`config.mk`:
```
export PLATFORM = sky130hd
export DESIGN_NAME = ffba_obuf
export DESIGN_NICKNAME = d
export VERILOG_FILES = /design/src/rtl/ffba_pkg.sv /design/src/rtl/ffba_obuf.sv
export SDC_FILE = /design/constraint.sdc
export NUM_CORES = 1
export LEC_CHECK = 0
export ABC_CLOCK_PERIOD_IN_PS = 6100
export CAP_MARGIN = 20
export CORE_MARGIN = 2
export CORE_UTILIZATION = 62
export CTS_CLUSTER_SIZE = 12
export DETAILED_ROUTE_END_ITERATION = 12
export DONT_BUFFER_PORTS = 1
export PLACE_DENSITY_LB_ADDON = 0.2
export SYNTH_ARGS = -nofsm -noshare
export SYNTH_HDL_FRONTEND = slang
export SYNTH_SLANG_ARGS = --single-unit
```
`constraint.sdc`:
```
create_clock -name clk_i -period 6.1 [get_ports clk_i]
set_clock_uncertainty 0.15 [all_clocks]
set_input_delay 1.22 -clock clk_i [delete_from_list [all_inputs] [get_ports clk_i]]
set_output_delay 1.22 -clock clk_i [all_outputs]
set_load 0.01 [all_outputs]
```
`src/rtl/ffba_pkg.sv`:
```
package ffba_pkg;

  localparam int unsigned ArenaGranules = 16384;
  localparam int unsigned ChunkGranules = 1024;
  localparam int unsigned GranuleBytes  = 16;
  localparam int unsigned SplitMin      = 2;

  localparam int unsigned ReqW   = 18;
  localparam int unsigned OffW   = 18;
  localparam int unsigned SizeW  = 15;
  localparam int unsigned AddrW  = $clog2(ArenaGranules);
  localparam int unsigned GranSh = $clog2(GranuleBytes);

  // Largest block need (header included) and largest chunk-rounded growth.
  localparam int unsigned NeedMax  = ((2 ** ReqW) - 1 + 2 * GranuleBytes - 1) / GranuleBytes;
  localparam int unsigned ChunkMax = NeedMax + ChunkGranules - 1;
  localparam int unsigned NeedW    = $clog2(ChunkMax + 1);
  localparam int unsigned SumW     = $clog2(ArenaGranules + (2 ** SizeW) + ChunkMax + 1);

  typedef enum logic [0:0] {
    OpAlloc = 1'b0,
    OpFree  = 1'b1
  } op_e;

  typedef enum logic [0:0] {
    StatusOk  = 1'b0,
    StatusOom = 1'b1
  } status_e;

  typedef struct packed {
    op_e             operation;
    logic [ReqW-1:0] request_bytes;
    logic [OffW-1:0] payload_offset;
  } in_item_t;

  typedef struct packed {
    logic [OffW-1:0]  block_offset;
    logic [SizeW-1:0] granted_granules;
    status_e          status;
  } out_item_t;

  typedef struct packed {
    logic             re;
    logic [AddrW-1:0] raddr;
    logic             size_we;
    logic             used_we;
    logic [AddrW-1:0] waddr;
    logic [SizeW-1:0] wsize;
    logic             wused;
  } mem_req_t;

  typedef struct packed {
    logic [SizeW-1:0] size;
    logic             used;
  } mem_rsp_t;

endpackage

```
`src/rtl/ffba_obuf.sv`:
```
module ffba_obuf (
  input  logic                clk_i,
  input  logic                rst_ni,
  input  logic                load_i,
  input  ffba_pkg::out_item_t item_i,
  output logic                ready_o,
  output logic                valid_o,
  input  logic                stall_i,
  output ffba_pkg::out_item_t item_o
);

  logic                valid_q, valid_d;
  ffba_pkg::out_item_t item_q, item_d;

  assign ready_o = !valid_q || !stall_i;

  always_comb begin
    valid_d = valid_q;
    item_d  = item_q;
    if (load_i && ready_o) begin
      valid_d = 1'b1;
      item_d  = item_i;
    end else if (valid_q && !stall_i) begin
      valid_d = 1'b0;
    end
  end

  always_ff @(posedge clk_i or negedge rst_ni) begin
    if (!rst_ni) begin
      valid_q <= 1'b0;
    end else begin
      valid_q <= valid_d;
    end
  end

  always_ff @(posedge clk_i) begin
    item_q <= item_d;
  end

  assign valid_o = valid_q;
  assign item_o  = item_q;

endmodule

```
==> run_results.csv, run 1 <==
group,metric,value,unit
yosys,netlist_area,0.00107,mm²
layout,fin_cells,62,
yosys,ys_seq_area_share,97.9,%
flow_run,maxCapViolCount,0,
floorplanning,fp.dieH,45.5,µm
sta,fmax,374,MHz
sta,hold_viol,0,
placed_design,io_buffers,0,
floorplanning,die-area,0.00207,mm²
layout,seqCellArea,0.00105,mm²
critical_path,cp_max_fo,3,
clock_tree,clockBufferDepth,2,
worst_hold_path,hp-class,"in2async",
yosys,synthTopCellsByArea,"edfxtp_1, dfrtp_1, a21boi_2",
grt,antenna_found_initial,0,
critical_path,critPathCaptureType,"output pin",
outcome,outcome,"completed",
drt,wl_per_cell,26.1,µm
yosys,synth_common_cells,"edfxtp_1, a21boi_2, a21o_1, dfrtp_1, nand2_1",
critical_path,cp.depth,1,
critical_path,arrival,1.30,ns
grt,first_global_vias,391,
clock_tree,cts_buffers,5,
critical_path,worstReg2RegEnd,"item_o[24]",
sta,rsz0062_at_grt,"false",
placed_design,gp_congestion,0.666,
sta,fin_crit,2.67,ns
sta,setup_viol,0,
yosys,synth_most_common_cell,"edfxtp_1",
grt,gr-usage-all-layers,16.8,%
critical_path,cp_slowest_cell,"nand2_1",
drt,ant_nets,0,
yosys,syn_area_per_cell,28.1,µm²
clock_tree,clk_pin_slew,0.11,ns
layout,layout-drive-gt1-share,19.6,%
drt,vias_per_cell,6.61,
drt,firstDrtPassIters,3,
grt,grt_use_met1,14.7,%
floorplanning,fp.dieW,45.5,µm
floorplanning,coreArea,0.00156,mm²
placed_design,dp_cells,54,
layout,multi_input_area,30.0,µm²
power_and_ir_drop,powerDensity,393,mW/mm²
grt,grt_max_degree,35,
floorplanning,boundaryPins,74,
critical_path,r2r-start,"valid_o",
sta,slew_headroom,31.5,%
critical_path,worstPathRequired,4.73,ns
clock_tree,clk_latency,0.32,ns
grt,busiest_layer,"met2",
sta,drv_slew,0,
drt,first_iter_violations,9,
floorplanning,initial_core_util,68.5,%
yosys,ys_ff_latch,35,
clock_tree,ctsHoldBuffers,0,
clock_tree,clockRootBuffer,"clkbuf_4",
grt,grt_pass1_wl,2.09,mm
layout,layout-area-overhead-vs-synth,10.7,%
drt,vias,410,
sta,post-route-period-util,43.8,%
clock_tree,cts_resized,0,
yosys,synth_top_area_share,95.6,%
floorplanning,num_rows,14,
yosys,ys.flop_type,"edfxtp_1",
grt,grtUsageMet3,16.3,%
yosys,synth_nets,76,
clock_tree,cts_tree,"built",
power_and_ir_drop,vdd_drop_max,0.000252,V
clock_tree,htree_levels,2,
critical_path,critPathLaunchType,"input pin",
critical_path,crit_type,"in2out",
critical_path,cp_slowest_stage_delay,0.08,ns
sta,fin_tns_setup,0,ns
grt,grt_overflow_total,0,
sta,worst_pin_slew,1.03,ns
critical_path,endpoint,"ready_o",
yosys,synth_cells,38,
layout,fillers,81,
clock_tree,cts_sinks,35,
grt,use_met2,25.6,%
layout,diodes,0,
critical_path,r2r_setup_slack,4.24,ns
yosys,synth.distinct_cells,5,
yosys,async_flop_share,2.86,%
critical_path,critical_path.cell_chain,"nand2_1",
critical_path,startpoint,"stall_i",
drt,drt-total-wl,1.62,mm
yosys,yosysTopAreaCell,"edfxtp_1",
yosys,yosysWarningCount,0,
clock_tree,post_cts_buffers,0,
yosys,synth-edff-count,34,
layout,fin_nets,83,
drt,drc,0,
critical_path,path_buf_inv,0,
critical_path,ff2ff_path_depth,1,
power_and_ir_drop,p_leak,0.399,nW
critical_path,path_delay_family,"simple AND/OR/NAND/NOR gates",
where the power goes:
part / internal (W) / switching, W
clock: 0.0000969 / 0.0000681
combinational: 0.00000115 / 0.00000575
sequential: 0.000281 / 0.0000119
area by class of cell:
cell class              count  area share (%)
clock inverters             2            2.96
clock buffers               6            4.34
flip-flops and latches     35            88.5
multi-input cells           3            2.54
well taps                  16            1.69
kinds of logic after synthesis:
logic type / Yosys count / share of synthesized area, %
AND/OR/NAND/NOR: 1 / 0.351
flip-flops: 35 / 97.9
AO/OA/AOI/OAI: 2 / 1.76
cell usage in the layout, fill, tap and decap left out, drive strengths merged:
master  instances
bufinv          1
clkbuf          6
clkinv          1
a21boi          1
nand2           1
dfrtp           1
edfxtp         34
a21o            1
metal layers:
layer	routed length, µm	vias up
li1	-	165
met1	489	199
met2	873	46
met3	255	0
met4	0	0
met5	0	-
worst min path at each step:
| stage | slack (ns) | startpoint | to | cells past startpoint |
|---|---|---|---|---|
| 6_report | 0.42 | rst_ni | valid_o | 0 |
| 5_1_grt | 0.39 | rst_ni | valid_o | 0 |
| 3_3_place_gp | 0.50 | valid_o | valid_o | 1 |
| 2_1_floorplan | 0.43 | valid_o | valid_o | 1 |
| 3_5_place_dp | 0.53 | valid_o | valid_o | 1 |
| 4_1_cts | 0.41 | rst_ni | valid_o | 0 |
state kept, by name, indices dropped and copies added, names as in the netlist:
| register | flops |
|---|---|
| item_o | 34 |
| valid_o | 1 |
metrics by stage:
step           area, µm²  hold slack, ns  util (%)  setup WS (ns)  power (W)
2_1_floorplan       1070           0.428         -           3.32   0.000301
3_3_place_gp        1100           0.496      70.3           3.42   0.000304
3_5_place_dp        1100           0.533      70.3           3.42   0.000305
4_1_cts             1180           0.412      75.8           3.42   0.000468
5_1_grt             1180           0.387      75.8           3.42   0.000482
6_report            1180           0.423      75.8           3.43   0.000464
Power figures use the tool's default switching activity.
==> run 2: changes to the inputs <==
ABC_CLOCK_PERIOD_IN_PS = 2400   (was 6100)
CORE_UTILIZATION = 52   (was 62)
clock period = 2.4 ns   (was 6.1 ns; I/O delays follow)
==> run 2 against run 1 <==
Routed wire length up 1.5%. Die area up 17%. Utilization down 15 points. Combinational power rose to 3.0 times the previous value. Hold slack worse by 0.32 ns. Sequential share of layout area up 0.38 points. Critical path type is now reg2out. Largest power group unchanged.
==> run_results.csv, run 2 (synthesis results as in run 1) <==
group,metric,value,unit
sta,worst_pin_slew,0.403,ns
floorplanning,fp.dieH,49.3,µm
grt,grtUsageMet3,9.51,%
grt,antenna_found_initial,0,
critical_path,cp_slowest_stage_delay,0.49,ns
grt,gr-usage-all-layers,14.7,%
sta,setup_viol,0,
critical_path,cp_slowest_cell,"dfrtp_1",
critical_path,r2r-start,"valid_o",
sta,rsz0062_at_grt,"false",
drt,ant_nets,0,
grt,grt_use_met1,14.0,%
floorplanning,num_rows,16,
layout,fin_cells,75,
sta,hold_viol,0,
critical_path,ff2ff_path_depth,2,
layout,layout-area-overhead-vs-synth,10.2,%
critical_path,crit_type,"reg2out",
floorplanning,coreArea,0.00194,mm²
power_and_ir_drop,powerDensity,885,mW/mm²
critical_path,path_delay_family,"flip-flops",
critical_path,critPathCaptureType,"output pin",
power_and_ir_drop,p_leak,0.390,nW
worst_hold_path,hold-path-endpoint,"item_o[1]",
clock_tree,cts_buffers,5,
placed_design,io_buffers,0,
layout,diodes,0,
power_and_ir_drop,swShare,20.2,%
flow_run,maxCapViolCount,0,
clock_tree,cts_tree,"built",
sta,drv_slew,0,
critical_path,critPathLaunchType,"register",
worst_hold_path,hp-class,"in2reg",
grt,first_global_vias,422,
drt,drt-total-wl,1.64,mm
floorplanning,die-area,0.00243,mm²
sta,worst_slack,0.817,ns
clock_tree,clockRootBuffer,"clkbuf_4",
layout,final_common_cell,"edfxtp_1",
sta,fin_tns_setup,0,ns
placed_design,gp_congestion,0.655,
sta,fin_crit,1.58,ns
drt,first_iter_violations,4,
clock_tree,cts_resized,0,
critical_path,worstPathRequired,1.77,ns
outcome,outcome,"completed",
layout,final_core_util,60.6,%
grt,use_met2,24.3,%
drt,drc,0,
critical_path,startpoint,"valid_o",
placed_design,post-place-ws,0.894,ns
critical_path,cp_max_fo,4,
power_and_ir_drop,pwr-share-comb,2.0,%
power_and_ir_drop,vdd_drop_max,0.000612,V
critical_path,r2r_setup_slack,0.88,ns
placed_design,dp_cells,66,
sta,fmax,632,MHz
grt,busiest_layer,"met2",
floorplanning,fp.dieW,49.3,µm
layout,fillers,163,
layout,largest_reg_flops,34,
drt,vias,397,
power_and_ir_drop,p_clk_share,26.8,%
critical_path,critical_path.cell_chain,"nand2_1",
critical_path,path_buf_inv,0,
layout,multi_input_area,30.0,µm²
layout,final_cell_mix,"edfxtp_1, clkbuf_4, clkbuf_1",
grt,grt_max_degree,35,
grt,grt_overflow_total,0,
power_and_ir_drop,pwr-share-seq,71.3,%
power_and_ir_drop,intPower,0.000832,W
grt,grt_pass1_wl,2.38,mm
sta,slew_headroom,73.1,%
layout,seqCellArea,0.00105,mm²
clock_tree,clk_latency,0.32,ns
sta,post-route-period-util,66.0,%
worst_hold_path,hold_path_depth,0,
drt,firstDrtPassIters,4,
clock_tree,clk_pin_slew,0.09,ns
layout,fin_nets,85,
drt,wl_per_cell,21.9,µm
floorplanning,initial_core_util,55.0,%
clock_tree,clockBufferDepth,2,
critical_path,worstReg2RegEnd,"item_o[23]",
drt,vias_per_cell,5.29,
power_and_ir_drop,p_switching,0.000210,W
clock_tree,htree_levels,2,
clock_tree,cts_sinks,35,
critical_path,arrival,0.95,ns
worst_hold_path,worstHoldStart,"item_i[1]",
floorplanning,boundaryPins,74,
layout,layout-drive-gt1-share,16.7,%
run 2: cell types whose count changed in the layout (fill, tap and decap cells not counted):
| cell | before | now |
|---|---|---|
| buf_4 | 0 | 1 |
| clkbuf_1 | 0 | 2 |
| bufinv_16 | 1 | 0 |
| clkbuf_8 | 1 | 0 |
| dlygate4sd3_1 | 0 | 1 |
run 2: worst max path at each step:
stage,to,slack (ns),cells past startpoint
after global routing,ready_o,0.75,1
after floorplan,item_o[0],0.36,1
after detailed placement,item_o[9],0.89,2
after CTS,ready_o,0.79,1
final,ready_o,0.82,1
after global placement,item_o[26],0.93,2
run 2: power by group through the flow:
stage | Sequential [W] | Clock (W) | Combinational [W]
after global routing | 0.000745 | 0.000322 | 0.0000229
after floorplan | 0.000752 | 0 | 0.0000134
after global placement | 0.000757 | 0 | 0.0000177
final | 0.000743 | 0.000279 | 0.0000206
after CTS | 0.000744 | 0.000288 | 0.0000207
after detailed placement | 0.000758 | 0 | 0.0000193
run 2: metal layers:
metal  up-vias  wire length [µm]  share of wire (%)
li1        169                 -                  -
met1       186               538                 33
met2        38               916                 56
met3         4               172                 10
met4         0                15               0.91
met5         -                 0                  0
run 2: what timing repair did:
item / 4_1_cts / 5_1_grt
hold endpoints to repair: 1 / 0
buffers inserted: 0 / 0
hold buffers: 1 / 0
run 2: cell type report:
| type | instances | share of cell area (%) |
|---|---|---|
| Clock buffer | 7 | 3.83 |
| Timing Repair Buffer | 2 | 1.49 |
| Multi-Input combinational cell | 3 | 2.55 |
| Clock inverter | 1 | 0.425 |
| Sequential cell | 35 | 88.8 |
| Tap cell | 27 | 2.87 |
run 2: stage by stage:
| step | power, W | cell area (µm²) | hold slack, ns |
|---|---|---|---|
| 5_1_grt | 0.00109 | 1180 | 0.0625 |
| 4_1_cts | 0.00105 | 1180 | 0.0836 |
| 3_5_place_dp | 0.000777 | 1120 | 0.0345 |
| 6_report | 0.00104 | 1180 | 0.0989 |
| 2_1_floorplan | 0.000766 | 1070 | 0.0344 |
| 3_3_place_gp | 0.000775 | 1120 | 0.0344 |
