[src/rtl/ffba_pkg.sv]
package ffba_pkg;

  localparam int unsigned ArenaGranules = 16384;
  localparam int unsigned ChunkGranules = 1024;
  localparam int unsigned GranuleBytes  = 16;
  localparam int unsigned SplitMin      = 2;

  localparam int unsigned ReqW   = 18;
  localparam int unsigned OffW   = 18;
  localparam int unsigned SizeW  = 15;
  localparam int unsigned AddrW  = $clog2(ArenaGranules);
  localparam int unsigned GranSh = $clog2(GranuleBytes);

  // Largest block need (header included) and largest chunk-rounded growth.
  localparam int unsigned NeedMax  = ((2 ** ReqW) - 1 + 2 * GranuleBytes - 1) / GranuleBytes;
  localparam int unsigned ChunkMax = NeedMax + ChunkGranules - 1;
  localparam int unsigned NeedW    = $clog2(ChunkMax + 1);
  localparam int unsigned SumW     = $clog2(ArenaGranules + (2 ** SizeW) + ChunkMax + 1);

  typedef enum logic [0:0] {
    OpAlloc = 1'b0,
    OpFree  = 1'b1
  } op_e;

  typedef enum logic [0:0] {
    StatusOk  = 1'b0,
    StatusOom = 1'b1
  } status_e;

  typedef struct packed {
    op_e             operation;
    logic [ReqW-1:0] request_bytes;
    logic [OffW-1:0] payload_offset;
  } in_item_t;

  typedef struct packed {
    logic [OffW-1:0]  block_offset;
    logic [SizeW-1:0] granted_granules;
    status_e          status;
  } out_item_t;

  typedef struct packed {
    logic             re;
    logic [AddrW-1:0] raddr;
    logic             size_we;
    logic             used_we;
    logic [AddrW-1:0] waddr;
    logic [SizeW-1:0] wsize;
    logic             wused;
  } mem_req_t;

  typedef struct packed {
    logic [SizeW-1:0] size;
    logic             used;
  } mem_rsp_t;

endpackage

[src/rtl/ffba_ctrl.sv]
module ffba_ctrl (
  input  logic                clk_i,
  input  logic                rst_ni,
  input  logic                in_valid_i,
  output logic                in_stall_o,
  input  ffba_pkg::in_item_t  in_item_i,
  output ffba_pkg::mem_req_t  mem_req_o,
  input  ffba_pkg::mem_rsp_t  mem_rsp_i,
  output logic                res_load_o,
  input  logic                res_ready_i,
  output ffba_pkg::out_item_t res_item_o
);

  typedef enum logic [6:0] {
    StIdle   = 7'b0000001,
    StWalk   = 7'b0000010,
    StWrHdr  = 7'b0000100,
    StWrRest = 7'b0001000,
    StWrMark = 7'b0010000,
    StFree   = 7'b0100000,
    StDone   = 7'b1000000
  } state_e;

  localparam int unsigned SumW  = ffba_pkg::SumW;
  localparam int unsigned AddrW = ffba_pkg::AddrW;
  localparam int unsigned SizeW = ffba_pkg::SizeW;
  localparam int unsigned NeedW = ffba_pkg::NeedW;
  localparam int unsigned OffW  = ffba_pkg::OffW;
  localparam int unsigned GIdxW = OffW - ffba_pkg::GranSh;

  state_e                  state_q, state_d;
  logic [AddrW-1:0]        hdr_q, hdr_d;
  logic [AddrW-1:0]        end_q, end_d;
  logic [AddrW-1:0]        marker_q, marker_d;
  logic [NeedW-1:0]        need_q, need_d;
  logic [SizeW-1:0]        blk_q, blk_d;
  logic                    grow_q, grow_d;
  logic [OffW-1:0]         poff_q, poff_d;
  ffba_pkg::out_item_t     res_q, res_d;

  logic                    accept;
  logic [ffba_pkg::ReqW:0] req_sum;
  logic [NeedW-1:0]        need_new;
  logic [NeedW-1:0]        chunk;
  logic [SumW-1:0]         marker_sum;
  logic [SumW-1:0]         next_sum;
  logic                    fits;
  logic [SizeW-1:0]        extra;
  logic                    split;
  logic [SizeW-1:0]        final_size;
  logic [AddrW-1:0]        rest_addr;
  logic [AddrW:0]          hdr_plus1;
  logic [GIdxW-1:0]        free_gran;
  logic                    free_ok;

  assign accept     = in_valid_i && (state_q == StIdle);
  assign in_stall_o = (state_q != StIdle);

  // Block need in granules, header included: ceil((req + granule) / granule).
  assign req_sum  = {1'b0, in_item_i.request_bytes}
                  + (ffba_pkg::ReqW + 1)'(2 * ffba_pkg::GranuleBytes - 1);
  assign need_new = NeedW'(req_sum >> ffba_pkg::GranSh);

  assign chunk      = (need_q + NeedW'(ffba_pkg::ChunkGranules - 1))
                    & ~NeedW'(ffba_pkg::ChunkGranules - 1);
  assign marker_sum = SumW'(end_q) + SumW'(chunk);
  assign next_sum   = SumW'(hdr_q) + SumW'(mem_rsp_i.size);
  assign fits       = !mem_rsp_i.used && (SumW'(mem_rsp_i.size) >= SumW'(need_q));

  assign extra      = blk_q - SizeW'(need_q);
  assign split      = extra > SizeW'(ffba_pkg::SplitMin);
  assign final_size = split ? SizeW'(need_q) : blk_q;
  assign rest_addr  = AddrW'(SumW'(hdr_q) + SumW'(need_q));
  assign hdr_plus1  = {1'b0, hdr_q} + (AddrW + 1)'(1);

  assign free_gran = poff_q[OffW-1:ffba_pkg::GranSh];
  assign free_ok   = (poff_q[ffba_pkg::GranSh-1:0] == '0) && (free_gran != '0)
                  && (SumW'(free_gran) - SumW'(1) < SumW'(ffba_pkg::ArenaGranules));

  always_comb begin
    state_d    = state_q;
    hdr_d      = hdr_q;
    end_d      = end_q;
    marker_d   = marker_q;
    need_d     = need_q;
    blk_d      = blk_q;
    grow_d     = grow_q;
    poff_d     = poff_q;
    res_d      = res_q;
    mem_req_o  = '0;
    res_load_o = 1'b0;

    case (state_q)
      StIdle: begin
        if (accept) begin
          need_d       = need_new;
          poff_d       = in_item_i.payload_offset;
          hdr_d        = '0;
          res_d        = '0;
          res_d.status = ffba_pkg::StatusOk;
          if (in_item_i.operation == ffba_pkg::OpFree) begin
            state_d = StFree;
          end else begin
            mem_req_o.re    = 1'b1;
            mem_req_o.raddr = '0;
            state_d         = StWalk;
          end
        end
      end
      StWalk: begin
        // The header read last cycle for hdr_q is on mem_rsp_i now.
        if (mem_rsp_i.size == '0) begin
          if (marker_sum >= SumW'(ffba_pkg::ArenaGranules)) begin
            res_d.status = ffba_pkg::StatusOom;
            state_d      = StDone;
          end else begin
            hdr_d    = end_q;
            blk_d    = SizeW'(chunk);
            marker_d = AddrW'(marker_sum);
            grow_d   = 1'b1;
            state_d  = StWrHdr;
          end
        end else if (fits) begin
          blk_d   = mem_rsp_i.size;
          grow_d  = 1'b0;
          state_d = StWrHdr;
        end else if (next_sum >= SumW'(ffba_pkg::ArenaGranules)) begin
          res_d.status = ffba_pkg::StatusOom;
          state_d      = StDone;
        end else begin
          hdr_d           = AddrW'(next_sum);
          mem_req_o.re    = 1'b1;
          mem_req_o.raddr = AddrW'(next_sum);
        end
      end
      StWrHdr: begin
        mem_req_o.size_we      = 1'b1;
        mem_req_o.used_we      = 1'b1;
        mem_req_o.waddr        = hdr_q;
        mem_req_o.wsize        = final_size;
        mem_req_o.wused        = 1'b1;
        res_d.block_offset     = OffW'({hdr_plus1, {ffba_pkg::GranSh{1'b0}}});
        res_d.granted_granules = final_size;
        res_d.status           = ffba_pkg::StatusOk;
        if (split) begin
          state_d = StWrRest;
        end else if (grow_q) begin
          state_d = StWrMark;
        end else begin
          state_d = StDone;
        end
      end
      StWrRest: begin
        mem_req_o.size_we = 1'b1;
        mem_req_o.used_we = 1'b1;
        mem_req_o.waddr   = rest_addr;
        mem_req_o.wsize   = extra;
        mem_req_o.wused   = 1'b0;
        state_d           = grow_q ? StWrMark : StDone;
      end
      StWrMark: begin
        mem_req_o.size_we = 1'b1;
        mem_req_o.used_we = 1'b1;
        mem_req_o.waddr   = marker_q;
        mem_req_o.wsize   = '0;
        mem_req_o.wused   = 1'b1;
        end_d             = marker_q;
        state_d           = StDone;
      end
      StFree: begin
        mem_req_o.used_we = free_ok;
        mem_req_o.waddr   = AddrW'(free_gran - GIdxW'(1));
        mem_req_o.wused   = 1'b0;
        state_d           = StDone;
      end
      StDone: begin
        res_load_o = 1'b1;
        if (res_ready_i) begin
          state_d = StIdle;
        end
      end
      default: begin
        state_d = StIdle;
      end
    endcase
  end

  always_ff @(posedge clk_i or negedge rst_ni) begin
    if (!rst_ni) begin
      state_q <= StIdle;
      end_q   <= '0;
    end else begin
      state_q <= state_d;
      end_q   <= end_d;
    end
  end

  always_ff @(posedge clk_i) begin
    hdr_q    <= hdr_d;
    marker_q <= marker_d;
    need_q   <= need_d;
    blk_q    <= blk_d;
    grow_q   <= grow_d;
    poff_q   <= poff_d;
    res_q    <= res_d;
  end

  assign res_item_o = res_q;

`ifndef SYNTHESIS
  // The walk can only stop on a zero-size header at the tracked end marker.
  a_walk_end_marker: assert property (@(posedge clk_i) disable iff (!rst_ni)
    (state_q == StWalk && mem_rsp_i.size == '0) |-> (hdr_q == end_q))
    else $error("walk reached a zero-size header away from the end marker");

  a_grant_fits: assert property (@(posedge clk_i) disable iff (!rst_ni)
    (state_q == StWrHdr) |-> (SumW'(need_q) <= SumW'(blk_q)))
    else $error("granted block is smaller than the request");

  a_marker_grows: assert property (@(posedge clk_i) disable iff (!rst_ni)
    (state_q == StWrMark) |-> (grow_q && marker_q > hdr_q && hdr_q == end_q))
    else $error("end marker update without a matching growth");

  a_walk_starts_at_base: assert property (@(posedge clk_i) disable iff (!rst_ni)
    (accept && in_item_i.operation == ffba_pkg::OpAlloc)
      |=> (state_q == StWalk && hdr_q == '0))
    else $error("allocation did not start the walk at granule zero");
`endif

endmodule

[config.mk]
export PLATFORM = sky130hd
export DESIGN_NAME = ffba_ctrl
export DESIGN_NICKNAME = d
export VERILOG_FILES = /design/src/rtl/ffba_pkg.sv /design/src/rtl/ffba_ctrl.sv
export SDC_FILE = /design/constraint.sdc
export NUM_CORES = 1
export LEC_CHECK = 0
export BUFFER_PORTS_ARGS = -buffer_cell sky130_fd_sc_hd__clkbuf_2
export CORE_UTILIZATION = 50
export DETAILED_ROUTE_END_ITERATION = 7
export HOLD_SLACK_MARGIN = 0.05
export PLACE_DENSITY = 0.75
export SLEW_MARGIN = 20
export SYNTH_ARGS = -nofsm -noshare
export SYNTH_HDL_FRONTEND = slang
export SYNTH_SLANG_ARGS = --single-unit
[constraint.sdc]
create_clock -name clk_i -period 5.2 [get_ports clk_i]
set_input_delay 0.26 -clock clk_i [delete_from_list [all_inputs] [get_ports clk_i]]
set_output_delay 0.26 -clock clk_i [all_outputs]
set_load 0.005 [all_outputs]
==> results.py, run 1 <==
metrics = {
    "outcome": {
        "outcome": "finished clean",
    },
    "cells_and_area": {
        "antenna_cells": 0,
        "post-route-util_pct": 61.5,
        "n_fill_cell": 1376,
        "final_nets": 1135,
        "drive_above_1_share_pct": 18.9,
        "areaGrowthSynthToFinish_pct": 20.2,
        "stdcell_area_mm2": 0.0102,
    },
    "drt": {
        "first_iter_violations": 881,
        "first_pass_iters": 5,
        "ant_nets": 0,
        "vias_per_cell": 5.91,
        "wire_per_inst_um": 19.7,
        "num_vias": 7355,
        "drc": 0,
        "wirelength_um": 24500,
    },
    "pwr": {
        "irDropWorstVdd_v": 0.000329,
        "p_total_mw": 4.80,
        "p_switching_mw": 1.84,
        "p_comb_share_pct": 39.5,
        "power_density_mw_per_mm2": 470,
        "intPower_mw": 2.95,
        "clkPwrFrac_pct": 26.8,
        "p_leak_nw": 4.49,
        "seqPwrFrac_pct": 33.7,
        "swShare_pct": 38.4,
    },
    "global_routing": {
        "busiest_layer": "met2",
        "grt_max_degree": 42,
        "grt_usage_pct": 28.2,
        "met3_usage_pct": 4.19,
        "antenna_found_initial": 0,
        "grtUsageMet2_pct": 44.8,
        "overflow": 0,
        "grt_use_met1_pct": 38.6,
        "grt_pass1_wl_um": 37100,
        "grt_pass1_vias": 6777,
    },
    "sta": {
        "finalSetupTns_ps": 0,
        "hold_viol": 0,
        "setup_violations": 0,
        "fin_crit_sh_pct": 91.4,
        "drv_slew": 0,
        "fmax_ghz": 0.210,
        "setup_slack_ps": 449,
        "min_period_ps": 4750,
        "rsz0062_at_grt": "no",
        "slew_headroom_pct": 28.5,
        "worst_slew_pin_slew_ps": 1070,
        "skew_ps": 11.6,
    },
    "clock_network": {
        "clk_path_buf_depth": 2,
        "postCtsSetupBuffers": 0,
        "cts-root-buf": "clkbuf_16",
        "cts_resized": 0,
        "clkTransAtPathRegs_ps": 60,
        "clk_latency_ps": 440,
        "cts_tree": "yes",
        "numCtsBuffers": 17,
        "postCtsHoldBufs": 20,
        "h-tree-depth": 4,
        "clock_sinks": 128,
    },
    "synthesis": {
        "synthArstFlopShare_pct": 16.4,
        "yosysTopAreaCell": "edfxtp_1",
        "ys_seq_area_share_pct": 44.1,
        "synth-xor-area-share_pct": 7.31,
        "synth-simple-area-share_pct": 17.7,
        "synth-edff-count": 107,
        "yosys-top-cells-area": "edfxtp_1 (38%), ha_1 (9.1%), dfrtp_1 (5.9%)",
        "synth_compound_area_share_pct": 15.2,
        "syn_inst": 860,
        "synth_top_family_by_area": "simple AND/OR/NAND/NOR gates",
        "ys_ff_latch": 128,
        "muxShareOfSynthArea_pct": 1.89,
        "synth-adder-area-share_pct": 10.1,
        "ys_types": 68,
        "yosysTopAreaCellShare_pct": 37.9,
        "synth.avg_cell_area_um2": 9.87,
        "synth_ff_type": "edfxtp_1",
        "ys_warn_count": 0,
        "synth.cell_area_mm2": 0.00849,
    },
    "worst_setup_path": {
        "worstSetupEndpointType": "primary output",
        "arrival_ps": 4490,
        "required_ps": 4940,
        "r2r_cells": 12,
        "crit_fanout": 15,
        "start_kind": "flip-flop",
        "worstSetupPathType": "reg2out",
    },
    "placed_design": {
        "post_dp_cell_area_mm2": 0.00937,
        "io_buffers": 135,
        "pre_cts_ws_ps": 1010,
        "routabilityCongestion": 0.922,
        "dp_hpwl_um": 17800,
    },
    "die": {
        "core_area_mm2": 0.0166,
        "fp.dieH_um": 132,
        "io_pins": 140,
        "rows": 47,
        "start_util_pct": 51.2,
        "die-area_mm2": 0.0175,
        "die_x_um": 132,
    },
    "hold_path": {
        "worstHoldPathCells": 2,
        "hold_class": "in2reg",
    },
    "flow_run": {
        "cap_violations": 0,
    },
}
-- critical path, stage by stage (launching register included) --
cell      delay, ps
edfxtp_1        470
inv_1           140
fa_1            500
a21oi_2         190
o221ai_2        170
xor2_1          190
or4_1           560
nor4_1          360
o211ai_1        180
nor3_2          350
buf_4           350
mux2i_1         260
o21bai_1        150
clkbuf_2        160
-- through the flow --
| stage | hold WS [ps] | std cells |
|---|---|---|
| finish | 103 | 1245 |
| global placement | 288 | 1193 |
| detailed placement | 293 | 1193 |
| global route | 95.1 | 1245 |
| floorplan | -35.6 | 863 |
| CTS | 88.5 | 1245 |
-- cell usage in the layout (no fill, tap or decap), types with 5 or more instances in the layout --
cell / count
clkbuf_2: 135
mux2i_1: 16
nand2b_1: 8
edfxtp_1: 107
nand3_1: 18
a31oi_1: 12
o21ai_0: 33
xnor2_1: 35
nor2b_1: 8
a211oi_1: 5
nor4_1: 12
and2_1: 10
o21a_1: 11
a21o_1: 35
nand4_1: 8
or4_1: 5
and3_1: 10
o21bai_1: 8
dlygate4sd3_1: 20
buf_4: 10
or3_1: 10
nor2_1: 64
clkbuf_16: 17
nor3_1: 20
inv_1: 38
a222oi_1: 9
xor2_1: 34
or2_2: 7
nand2_1: 117
dfrtp_1: 20
ha_1: 62
a21oi_1: 48
-- registers in the layout (all words and copies together) (netlist names) --
signal and flops:
res_item_o 30, poff_q 18, blk_q 15, need_q 15, end_q 14, hdr_q 14, marker_q 14, state_q 7
grow_q 1
-- cells in the mapped netlist, types with 3 or more instances --
library cell / number
nand2_1: 117
edfxtp_1: 107
nor2_1: 64
ha_1: 62
a21oi_1: 48
inv_1: 38
a21o_1: 35
xnor2_1: 35
xor2_1: 34
o21ai_0: 33
clkbuf_1: 28
dfrtp_1: 20
nor3_1: 20
nand3_1: 18
mux2i_1: 16
a31oi_1: 12
nor4_1: 12
and3_1: 11
o21a_1: 11
and2_1: 10
or3_1: 10
a222oi_1: 9
nand2b_1: 8
nand4_1: 8
nor2b_1: 8
o21bai_1: 8
or2_2: 7
a211oi_1: 5
nor3b_1: 5
or4_1: 5
buf_4: 4
fa_1: 4
nand3b_1: 3
-- metal layers --
layer / wire length, µm / up-vias
li1: - / 3437
met1: 10300 / 3462
met3: 2030 / 48
met4: 701 / 0
met5: 0 / -
met2: 11400 / 408
-- worst paths after layout --
path                       slack, ps                      endpoint                    from
max reg2reg                     1110  res_item_o[10]$_SDFFCE_PN0P_     need_q[1]$_DFFE_PP_
min                              100        state_q[5]$_DFFE_PN0P_              in_valid_i
min reg2reg                      470         end_q[10]$_DFFE_PN0N_  marker_q[10]$_DFFE_PP_
max in group asynchronous       4420          end_q[1]$_DFFE_PN0N_                  rst_ni
max                              450                  mem_req_o[1]     need_q[1]$_DFFE_PP_
min in group asynchronous        370          end_q[8]$_DFFE_PN0N_                  rst_ni
-- power by group through the flow --
| stage | clock network (mW) | logic (mW) | registers (mW) |
|---|---|---|---|
| after floorplan | 0 | 1.32 | 1.52 |
| after global placement | 0 | 1.80 | 1.62 |
| after detailed placement | 0 | 1.82 | 1.62 |
| after CTS | 1.29 | 1.86 | 1.60 |
| after global routing | 1.32 | 2.06 | 1.63 |
| final | 1.29 | 1.90 | 1.62 |
-- area by class of cell --
type / instances / area [µm²] / area share [%]
clock buffers: 20 / 447 / 4.38
clock inverters: 12 / 184 / 1.80
inverters: 38 / 143 / 1.40
multi-input cells: 662 / 4460 / 43.7
flip-flops and latches: 128 / 3740 / 36.7
well taps: 220 / 275 / 2.70
repair buffers: 165 / 951 / 9.33
-- kinds of logic after synthesis --
family,Yosys count
buffers and inverters,73
XOR/XNOR,70
flip-flops,128
other,1
multiplexers,16
AND/OR/NAND/NOR,314
adder cells (fa/ha/maj),66
AO/OA/AOI/OAI,192
Power figures use the tool's default switching activity.
==> run 2, diff against run 1 <==
- CTS_BUF_LIST: not set -> sky130_fd_sc_hd__clkbuf_8 sky130_fd_sc_hd__clkbuf_16
==> results.py, run 2 (synthesis gave the netlist of run 1 again) <==
metrics = {
    "clock_network": {
        "clk_latency_ps": 440,
        "numCtsBuffers": 17,
        "clk_path_buf_depth": 2,
        "cts-root-buf": "clkbuf_16",
        "h-tree-depth": 4,
        "cts_tree": "yes",
        "postCtsSetupBuffers": 0,
        "clock_sinks": 128,
        "clkTransAtPathRegs_ps": 60,
    },
    "cells_and_area": {
        "largest_reg_flops": 30,
        "areaGrowthSynthToFinish_pct": 20.2,
        "final_common_cell": "clkbuf_2",
        "final_cell_mix": "clkbuf_2 (135), nand2_1 (117), edfxtp_1 (107)",
        "seqCellArea_mm2": 0.00374,
        "stdcell_count": 1245,
        "multi_input_area_mm2": 0.00446,
        "final_nets": 1135,
        "n_fill_cell": 1376,
        "drive_above_1_share_pct": 18.9,
        "antenna_cells": 0,
    },
    "drt": {
        "drc": 0,
        "vias_per_cell": 5.95,
        "ant_nets": 0,
        "wire_per_inst_um": 19.6,
        "num_vias": 7402,
        "first_pass_iters": 7,
        "wirelength_um": 24400,
        "first_iter_violations": 824,
    },
    "worst_setup_path": {
        "worstSetupPathType": "reg2out",
        "timing.critical_path.from": "need_q[1]$_DFFE_PP_",
        "start_kind": "flip-flop",
        "required_ps": 4940,
        "crit_fanout": 15,
        "r2r-start": "need_q[1]$_DFFE_PP_",
        "arrival_ps": 4520,
        "worstSetupEndpointType": "primary output",
    },
    "placed_design": {
        "routabilityCongestion": 0.922,
        "place_inst": 1193,
        "io_buffers": 135,
        "dp_hpwl_um": 17800,
    },
    "sta": {
        "drv_slew": 0,
        "worst_slew_pin_slew_ps": 1060,
        "slew_headroom_pct": 29.3,
        "skew_ps": 12.4,
        "rsz0062_at_grt": "no",
        "fmax_ghz": 0.209,
        "setup_violations": 0,
        "min_period_ps": 4780,
        "hold_viol": 0,
        "finalSetupTns_ps": 0,
        "fin_crit_sh_pct": 92.0,
    },
    "global_routing": {
        "overflow": 0,
        "grt_pass1_wl_um": 37100,
        "grt_pass1_vias": 6777,
        "grt_usage_pct": 28.2,
        "antenna_found_initial": 0,
        "grt_max_degree": 42,
    },
    "flow_run": {
        "cap_violations": 0,
    },
    "pwr": {
        "power_density_mw_per_mm2": 470,
        "irDropWorstVdd_v": 0.000331,
        "p_leak_nw": 4.50,
    },
    "outcome": {
        "outcome": "finished clean",
    },
    "die": {
        "die_x_um": 132,
        "fp.dieH_um": 132,
        "io_pins": 140,
        "rows": 47,
        "core_area_mm2": 0.0166,
        "die-area_mm2": 0.0175,
        "start_util_pct": 51.2,
    },
    "hold_path": {
        "hold_class": "in2reg",
        "min-delay-start": "mem_rsp_i[8]",
    },
}
-- run 2: metrics by stage --
stage	setup WS, ps	total power, mW	area, µm²	util, %	hold slack (ps)
finish	417	4.79	10200	61.5	102
floorplan	1230	2.84	8500	-	-35.6
CTS	460	4.75	10200	61.5	88.5
detailed placement	1010	3.45	9370	56.5	293
global route	189	5.01	10200	61.5	95.1
global placement	1130	3.42	9370	56.5	288
-- run 2: area by class of cell --
type	count	area share, %
tap	220	2.70
sequential	128	36.7
timing repair buffer	165	9.33
multi-input combinational	662	43.7
clock buffer	18	4.31
clock inverter	14	1.88
inverter	38	1.40
-- run 2: routing by layer --
metal  track usage (%)  wire length [µm]  part of all wire (%)
met5                 0                 0                     0
met4              11.7               665                   2.7
met3              4.19              2000                   8.2
met2              44.8             11400                    47
met1              38.6             10300                    42
-- run 2: what timing repair did --
| action | CTS | global route |
|---|---|---|
| endpoints found under the hold margin | 39 | 0 |
| endpoints found under the setup margin | 0 | 0 |
| hold buffers | 20 | 0 |
| resized for setup | 0 | 0 |
-- run 2: critical path: stages (launching register included) --
cell and delay (ps):
edfxtp_1 490, inv_1 140, fa_1 500, a21oi_2 190, o221ai_2 170, xor2_1 190, or4_1 570, nor4_1 370
o211ai_1 190, nor3_2 340, buf_4 350, mux2i_1 260, o21bai_1 150, clkbuf_2 160
-- run 2: power by group --
group          internal [mW]  switching (mW)
clock network          0.813           0.469
registers               1.37           0.245
logic                  0.767            1.13
-- run 2: worst paths after layout --
| kind | slack [ps] | depth (start not counted) | to |
|---|---|---|---|
| worst min-delay path | 100 | 1 | blk_q[7]$_SDFFCE_PP0P_ |
| worst min register to register | 470 | 2 | end_q[10]$_DFFE_PN0N_ |
| worst max-delay path | 420 | 13 | mem_req_o[1] |
| worst max register to register | 1090 | 12 | res_item_o[10]$_SDFFCE_PN0P_ |
| max in group asynchronous | 4430 | 2 | state_q[3]$_DFFE_PN0P_ |
| min in group asynchronous | 370 | 2 | end_q[8]$_DFFE_PN0N_ |
==> run 3, diff against run 2 <==
- CELL_PAD_IN_SITES_DETAIL_PLACEMENT: not set -> 0
- CELL_PAD_IN_SITES_GLOBAL_PLACEMENT: not set -> 1
- CORE_UTILIZATION: 50 -> 44
- PLACE_DENSITY: 0.75 -> 0.83
==> results.py, run 3 (synthesis gave the netlist of run 1 again) <==
metrics = {
    "sta": {
        "finalSetupTns_ps": 0,
        "min_period_ps": 4620,
        "slew_headroom_pct": 27.0,
        "worst_slew_pin_slew_ps": 1090,
        "skew_ps": 9.39,
        "rsz0062_at_grt": "no",
        "drv_slew": 0,
        "setup_slack_ps": 576,
        "fin_crit_sh_pct": 88.9,
        "fmax_ghz": 0.216,
        "hold_viol": 0,
        "setup_violations": 0,
    },
    "drt": {
        "vias_per_cell": 5.55,
        "drc": 0,
        "first_pass_iters": 8,
        "num_vias": 7141,
        "wire_per_inst_um": 19.3,
        "wirelength_um": 24900,
        "ant_nets": 0,
        "first_iter_violations": 543,
    },
    "cells_and_area": {
        "largest_reg_flops": 30,
        "drive_above_1_share_pct": 19.2,
        "multi_input_area_mm2": 0.00446,
        "n_fill_cell": 1687,
        "final_cell_mix": "clkbuf_2 (135), nand2_1 (117), edfxtp_1 (107)",
        "final_nets": 1137,
        "seqCellArea_mm2": 0.00374,
        "final_common_cell": "clkbuf_2",
        "areaGrowthSynthToFinish_pct": 20.7,
        "antenna_cells": 0,
    },
    "pwr": {
        "clkPwrFrac_pct": 26.3,
        "p_leak_nw": 4.49,
        "p_comb_share_pct": 39.5,
        "power_density_mw_per_mm2": 460,
        "irDropWorstVdd_v": 0.000296,
        "seqPwrFrac_pct": 34.2,
        "swShare_pct": 38.6,
        "intPower_mw": 2.89,
        "p_switching_mw": 1.82,
    },
    "clock_network": {
        "clk_latency_ps": 430,
        "clock_sinks": 128,
        "clk_path_buf_depth": 2,
        "cts_tree": "yes",
        "cts-root-buf": "clkbuf_16",
        "h-tree-depth": 4,
        "numCtsBuffers": 17,
        "clkTransAtPathRegs_ps": 60,
        "postCtsSetupBuffers": 0,
    },
    "hold_path": {
        "hold_class": "in2reg",
        "min-delay-start": "in_valid_i",
    },
    "worst_setup_path": {
        "required_ps": 4940,
        "slowest_stage": "or4_1",
        "worstSetupPathType": "reg2out",
        "path_cells": "ha_1 > inv_1 > fa_1 > a21oi_2 > o221ai_2 > xor2_1 > or4_1 > nor4_1 > o211ai_1 > nor3_2 > buf_4 > mux2i_1 > o21ai_1 > clkbuf_2",
        "worstSetupEndpointType": "primary output",
        "arrival_ps": 4360,
        "crit_fanout": 7,
        "slowest_delay_ps": 560,
        "path_delay_family": "simple AND/OR/NAND/NOR gates",
        "start_kind": "flip-flop",
        "r2r-start": "need_q[0]$_DFFE_PP_",
        "worst-path-buf-inv": 3,
        "timing.critical_path.from": "need_q[0]$_DFFE_PP_",
    },
    "die": {
        "io_pins": 140,
        "rows": 50,
        "die-area_mm2": 0.0198,
        "start_util_pct": 45.1,
        "die_x_um": 141,
        "fp.dieH_um": 141,
        "core_area_mm2": 0.0188,
    },
    "global_routing": {
        "grt_usage_pct": 25.4,
        "grt_pass1_vias": 6503,
        "grt_max_degree": 42,
        "overflow": 0,
        "antenna_found_initial": 1,
        "grt_pass1_wl_um": 37100,
    },
    "placed_design": {
        "dp_hpwl_um": 18700,
        "io_buffers": 135,
        "pre_cts_ws_ps": 1140,
        "routabilityCongestion": 0.884,
    },
    "outcome": {
        "outcome": "finished clean",
    },
    "flow_run": {
        "cap_violations": 0,
    },
}
==> run 3: changes by cell type in the layout (fill, tap and decap cells not counted), sizes merged <==
cell,delta
clkbuf,-1
clkinvlp,+2
buf,+2
bufinv,-1
==> run 3: repair_timing <==
item | 4_1_cts | 5_1_grt
gates resized for setup | 0 | 0
endpoints found under the hold margin | 39 | 0
hold buffers | 20 | 0
==> run 3: path summary, 6_finish.rpt <==
check	end	slack, ps	depth (start not counted)
max	mem_req_o[10]	580	14
min	state_q[5]$_DFFE_PN0P_	110	2
max reg2reg	res_item_o[10]$_SDFFCE_PN0P_	1130	13
min reg2reg	marker_q[5]$_DFFE_PP_	470	0
max in group asynchronous	state_q[5]$_DFFE_PN0P_	4400	2
min in group asynchronous	end_q[13]$_DFFE_PN0N_	380	2
==> run 3: cell type report <==
type	instances	share of cell area, %
Clock buffer	17	4.15
Multi-Input combinational cell	662	43.5
Sequential cell	128	36.5
Tap cell	260	3.18
Inverter	38	1.39
Timing Repair Buffer	167	9.43
Clock inverter	15	1.83
==> run 3: metrics by stage <==
stage | power [mW] | util (%) | std cells | hold slack (ps) | area, µm²
3_3_place_gp | 3.44 | 50.1 | 1235 | 288 | 9430
4_1_cts | 4.70 | 54.4 | 1287 | 99.7 | 10200
6_report | 4.71 | 54.4 | 1287 | 114 | 10200
3_5_place_dp | 3.45 | 50.1 | 1235 | 289 | 9430
2_1_floorplan | 2.84 | - | 863 | -35.6 | 8500
5_1_grt | 4.98 | 54.4 | 1287 | 99.6 | 10200
==> run 3: power groups by stage <==
stage	registers (mW)	clock network [mW]	logic, mW
floorplan	1.52	0	1.32
global placement	1.62	0	1.82
detailed placement	1.62	0	1.83
CTS	1.60	1.25	1.85
global route	1.63	1.30	2.05
finish	1.61	1.24	1.86
==> run 3: routing by layer <==
metal  track usage [%]  share of wire [%]
met1              34.8                 45
met2              40.3                 46
met3              4.96                6.7
met4              8.75                2.2
met5                 0              0.052
==> run 3: worst reg2reg max path: stages, from the launching register on <==
cell and delay, ps:
edfxtp_1 490, ha_1 230, inv_1 60, fa_1 420, a21oi_2 200, o221ai_2 180
xor2_1 190, or4_1 560, nor4_1 390, o211ai_1 180, nor3_2 160, buf_4 230
mux2i_1 410, nor2_1 110
